### src/design/bcba_ram.sv
// Generic single-clock RAM, one write port and one read port, registered read.
// No dependencies.
module bcba_ram #(
  parameter int WIDTH = 32,
  parameter int DEPTH = 128,
  localparam int AW = (DEPTH > 1) ? $clog2(DEPTH) : 1
) (
  input  logic             clk,
  input  logic             we,
  input  logic [AW-1:0]    waddr,
  input  logic [WIDTH-1:0] wdata,
  input  logic             re,
  input  logic [AW-1:0]    raddr,
  output logic [WIDTH-1:0] rdata
);

  logic [WIDTH-1:0] mem [DEPTH];

  always_ff @(posedge clk) begin
    if (we) begin
      mem[waddr] <= wdata;
    end
    if (re) begin
      rdata <= mem[raddr];
    end
  end

endmodule

### config.mk
export PLATFORM = sky130hd
export DESIGN_NAME = bcba_ram
export DESIGN_NICKNAME = d
export VERILOG_FILES = /design/src/design/bcba_ram.sv
export SDC_FILE = /design/constraint.sdc
export NUM_CORES = 2
export LEC_CHECK = 0
export BUFFER_PORTS_ARGS = -buffer_cell sky130_fd_sc_hd__buf_2
export CAP_MARGIN = 25
export CORE_AREA = 2 2 629 631
export CTS_CLUSTER_SIZE = 25
export DETAILED_ROUTE_END_ITERATION = 7
export DIE_AREA = 0 0 631 633
export PLACE_DENSITY_LB_ADDON = 0.15
export SLEW_MARGIN = 15
export SYNTH_ARGS = -nofsm -noshare
export SYNTH_HDL_FRONTEND = slang
export SYNTH_SLANG_ARGS = --single-unit
### constraint.sdc
create_clock -name clk -period 11.6 [get_ports clk]
set_clock_uncertainty 0.1 [all_clocks]
set_input_delay 1.16 -clock clk [delete_from_list [all_inputs] [get_ports clk]]
set_output_delay 1.16 -clock clk [all_outputs]
set_load 0.01 [all_outputs]
==> flow_metrics.py <==
metrics = {
    "yosys": {
        "synthFlopType": "edfxtp_1",
        "synth.yosys.seq_area_share": 0.7916,
        "most_frequently_used_cell_type_in_the_post_synthesis_netlist": "edfxtp_1",
        "synth_commonest_cells": "4128 x edfxtp_1, 1344 x mux4_2, 182 x clkbuf_1",
        "syn_nets": 6039,
        "yosysWarnings": 0,
        "count_of_state_elements_after_synthesis": 4128,
        "synth.area.top_cells": "edfxtp_1 79%, mux4_2 19%, clkbuf_1 0.44%, nor2_1 0.29%, buf_2 0.25%",
        "async_flop_share": 0,
        "unique_cell_type_count_in_the_yosys_netlist": 16,
        "mappedNetlistArea_um2": 156600,
        "synth.avg_cell_area_um2": 26.14,
        "yosys.area.top_type_share": 0.7916,
        "yosysTopAreaCell": "edfxtp_1",
        "postSynthCellCount": 5990,
        "synth_edf_count": 4128,
    },
    "finish": {
        "layout.cells.non_filler": 12087,
        "area_delta_synth_final_pct": 14.28,
        "layout.nets": 6452,
        "post_route_cells_drive_above_1_share": 0.3524,
    },
    "pwr": {
        "total_leakage_power_nw": 54.13,
        "ir_worst_vdd_mv": 0.1223,
        "fin_total_pwr_mw": 31.44,
        "power_density_nw_per_um2": 175.7,
    },
    "worst_hold_path": {
        "timing.hold.worst.class": "in2reg",
    },
    "placed_design": {
        "numPlacedInstances": 11189,
        "place.gp.congestion": 0.7980,
        "io_buffer_count": 80,
        "place_hpwl_um": 248800,
    },
    "drt": {
        "detail_route.iter0.violations": 8761,
        "post-route-drc-count": 0,
        "ant_nets": 0,
        "route.detailed.vias_per_inst": 5.879,
        "dr_total_vias": 71056,
        "post_drt_wl_per_cell_um": 38.20,
        "totalWireLength_um": 461700,
        "first_pass_iters": 5,
    },
    "global_route": {
        "grt_antenna_before_repair": 55,
        "first_global_vias": 72405,
        "grt_start_max_net_pins": 131,
        "grt_first_pass_wirelength_um": 627200,
        "overall_routing_resource_usage": 0.2308,
        "gr-total-overflow": 0,
    },
    "clock_tree": {
        "cts.path.max_buffers": 4,
        "tritoncts": "yes",
        "clock_latency_ns": 0.97,
        "cts-htree-levels": 5,
        "clk_root_buffer_cell": "clkbuf_16",
        "cts_buffers": 427,
        "post_cts.repair.setup_buffers": 0,
        "cells_resized_by_post_cts_repair": 0,
        "ctsHoldBuffers": 0,
        "clock_tree_sinks": 4128,
        "clock_pin_slew_worst_setup_and_hold_paths_ns": 0.06,
    },
    "job": {
        "cap_viol_max_count": 0,
    },
    "critical_path": {
        "required_time_of_the_critical_path_ns": 12.21,
        "crit_fanout": 99,
        "worstSetupPathType": "in2reg",
        "crit_path_end_kind": "flop",
        "critical_path_arrival_ns": 5.70,
        "critical_path.startpoint_type": "primary input",
    },
    "timing": {
        "final_period_minus_worst_setup_slack_ns": 5.092,
        "final_critical_path_share_of_the_clock_period": 0.4390,
        "maxSlewHeadroom": 0.2233,
        "achievable-frequency_ghz": 0.1964,
        "worst_slew_pin_tran_ns": 1.165,
        "report.final.setup_viol": 0,
        "finalSetupTns_ns": 0,
        "timing.hold.ws_ns": 0.5434,
        "report.final.hold_viol_count": 0,
        "report.final.slew_viol_count": 0,
        "grt_setup_unrepaired": "false",
    },
    "status": {
        "outcome": "complete, no violations",
    },
    "die": {
        "die_area_um2": 399400,
        "die_w_um": 631,
        "ios": 81,
        "fp-row-count": 230,
        "floorplan.initialDensity": 0.3995,
        "die_h_um": 633,
        "core_region_area_um2": 392000,
    },
}
## flip-flops by register name, summed over array words and instances, names as in the netlist
| register | cells |
|---|---|
| rdata | 32 |
| mem | 4096 |
## path summary, 6_finish.rpt
check,to,cells past startpoint,from,slack (ns)
worst min-delay path,mem[28][22],1,wdata[22],0.54
worst max register to register,rdata[2],4,mem[119][2],8.58
worst min register to register,rdata[0],4,mem[70][0],1.10
worst max-delay path,rdata[3],7,raddr[0],6.51
## layer usage
metal	GRT usage	vias to the layer above	routed length, µm
met3	0.02811	564	29390
met2	0.3832	2661	231600
met4	0.07678	16	14010
li1	-	27441	-
met5	0	-	104
met1	0.3187	40374	186600
## metrics by stage
| stage | worst slack, ns | util | area (µm²) |
|---|---|---|---|
| after global routing | 6.284 | 0.4565 | 178900 |
| after CTS | 6.494 | 0.4555 | 178500 |
| final | 6.508 | 0.4566 | 179000 |
| after floorplan | 7.101 | - | 156600 |
| after global placement | 5.415 | 0.4212 | 165100 |
| after detailed placement | 5.433 | 0.4215 | 165200 |
## critical path, cell delays in order
cell,delay (ns)
buf_12,0.58
buf_12,0.61
buf_4,0.79
mux4_2,0.61
mux4_2,0.56
mux4_2,0.63
mux2_2,0.32
## report_power, final
group	internal (mW)	switching (mW)	total, mW
Combinational	0.591	1.02	1.61
Sequential	16.5	0.0635	16.6
Clock	7.59	5.68	13.3
Total	24.7	6.76	31.4
## area by class of cell
type                       instances  area (µm²)
tap                             5220        6531
multi-input combinational       1546       32290
sequential                      4128      124000
clock buffer                     528       11190
fill                           32288      213000
timing repair buffer             300        2549
antenna                          119       297.8
clock inverter                   246        2141
## layout by cell type (no fill, tap or decap), types with 8 or more instances in the layout
master | Yosys | routed
clkinv_2 | 0 | 69
nand3_1 | 12 | 8
clkbuf_1 | 182 | 95
buf_4 | 3 | 230
buf_12 | 0 | 20
diode_2 | 0 | 119
inv_6 | 0 | 14
buf_2 | 79 | 40
bufinv_16 | 0 | 35
edfxtp_1 | 4128 | 4128
nor3_2 | 0 | 9
clkinv_1 | 0 | 112
clkbuf_16 | 0 | 433
nor2_4 | 0 | 119
nand2_1 | 14 | 11
mux4_2 | 1344 | 1344
mux2_2 | 32 | 32
## cell families after synthesis
group / Yosys count / synth area share
muxes: 1376 / 0.1956
and+or+nand+nor: 170 / 0.004450
buffers and inverters: 316 / 0.008373
DFF: 4128 / 0.7916
No activity file was read; power rests on OpenSTA's default activity.
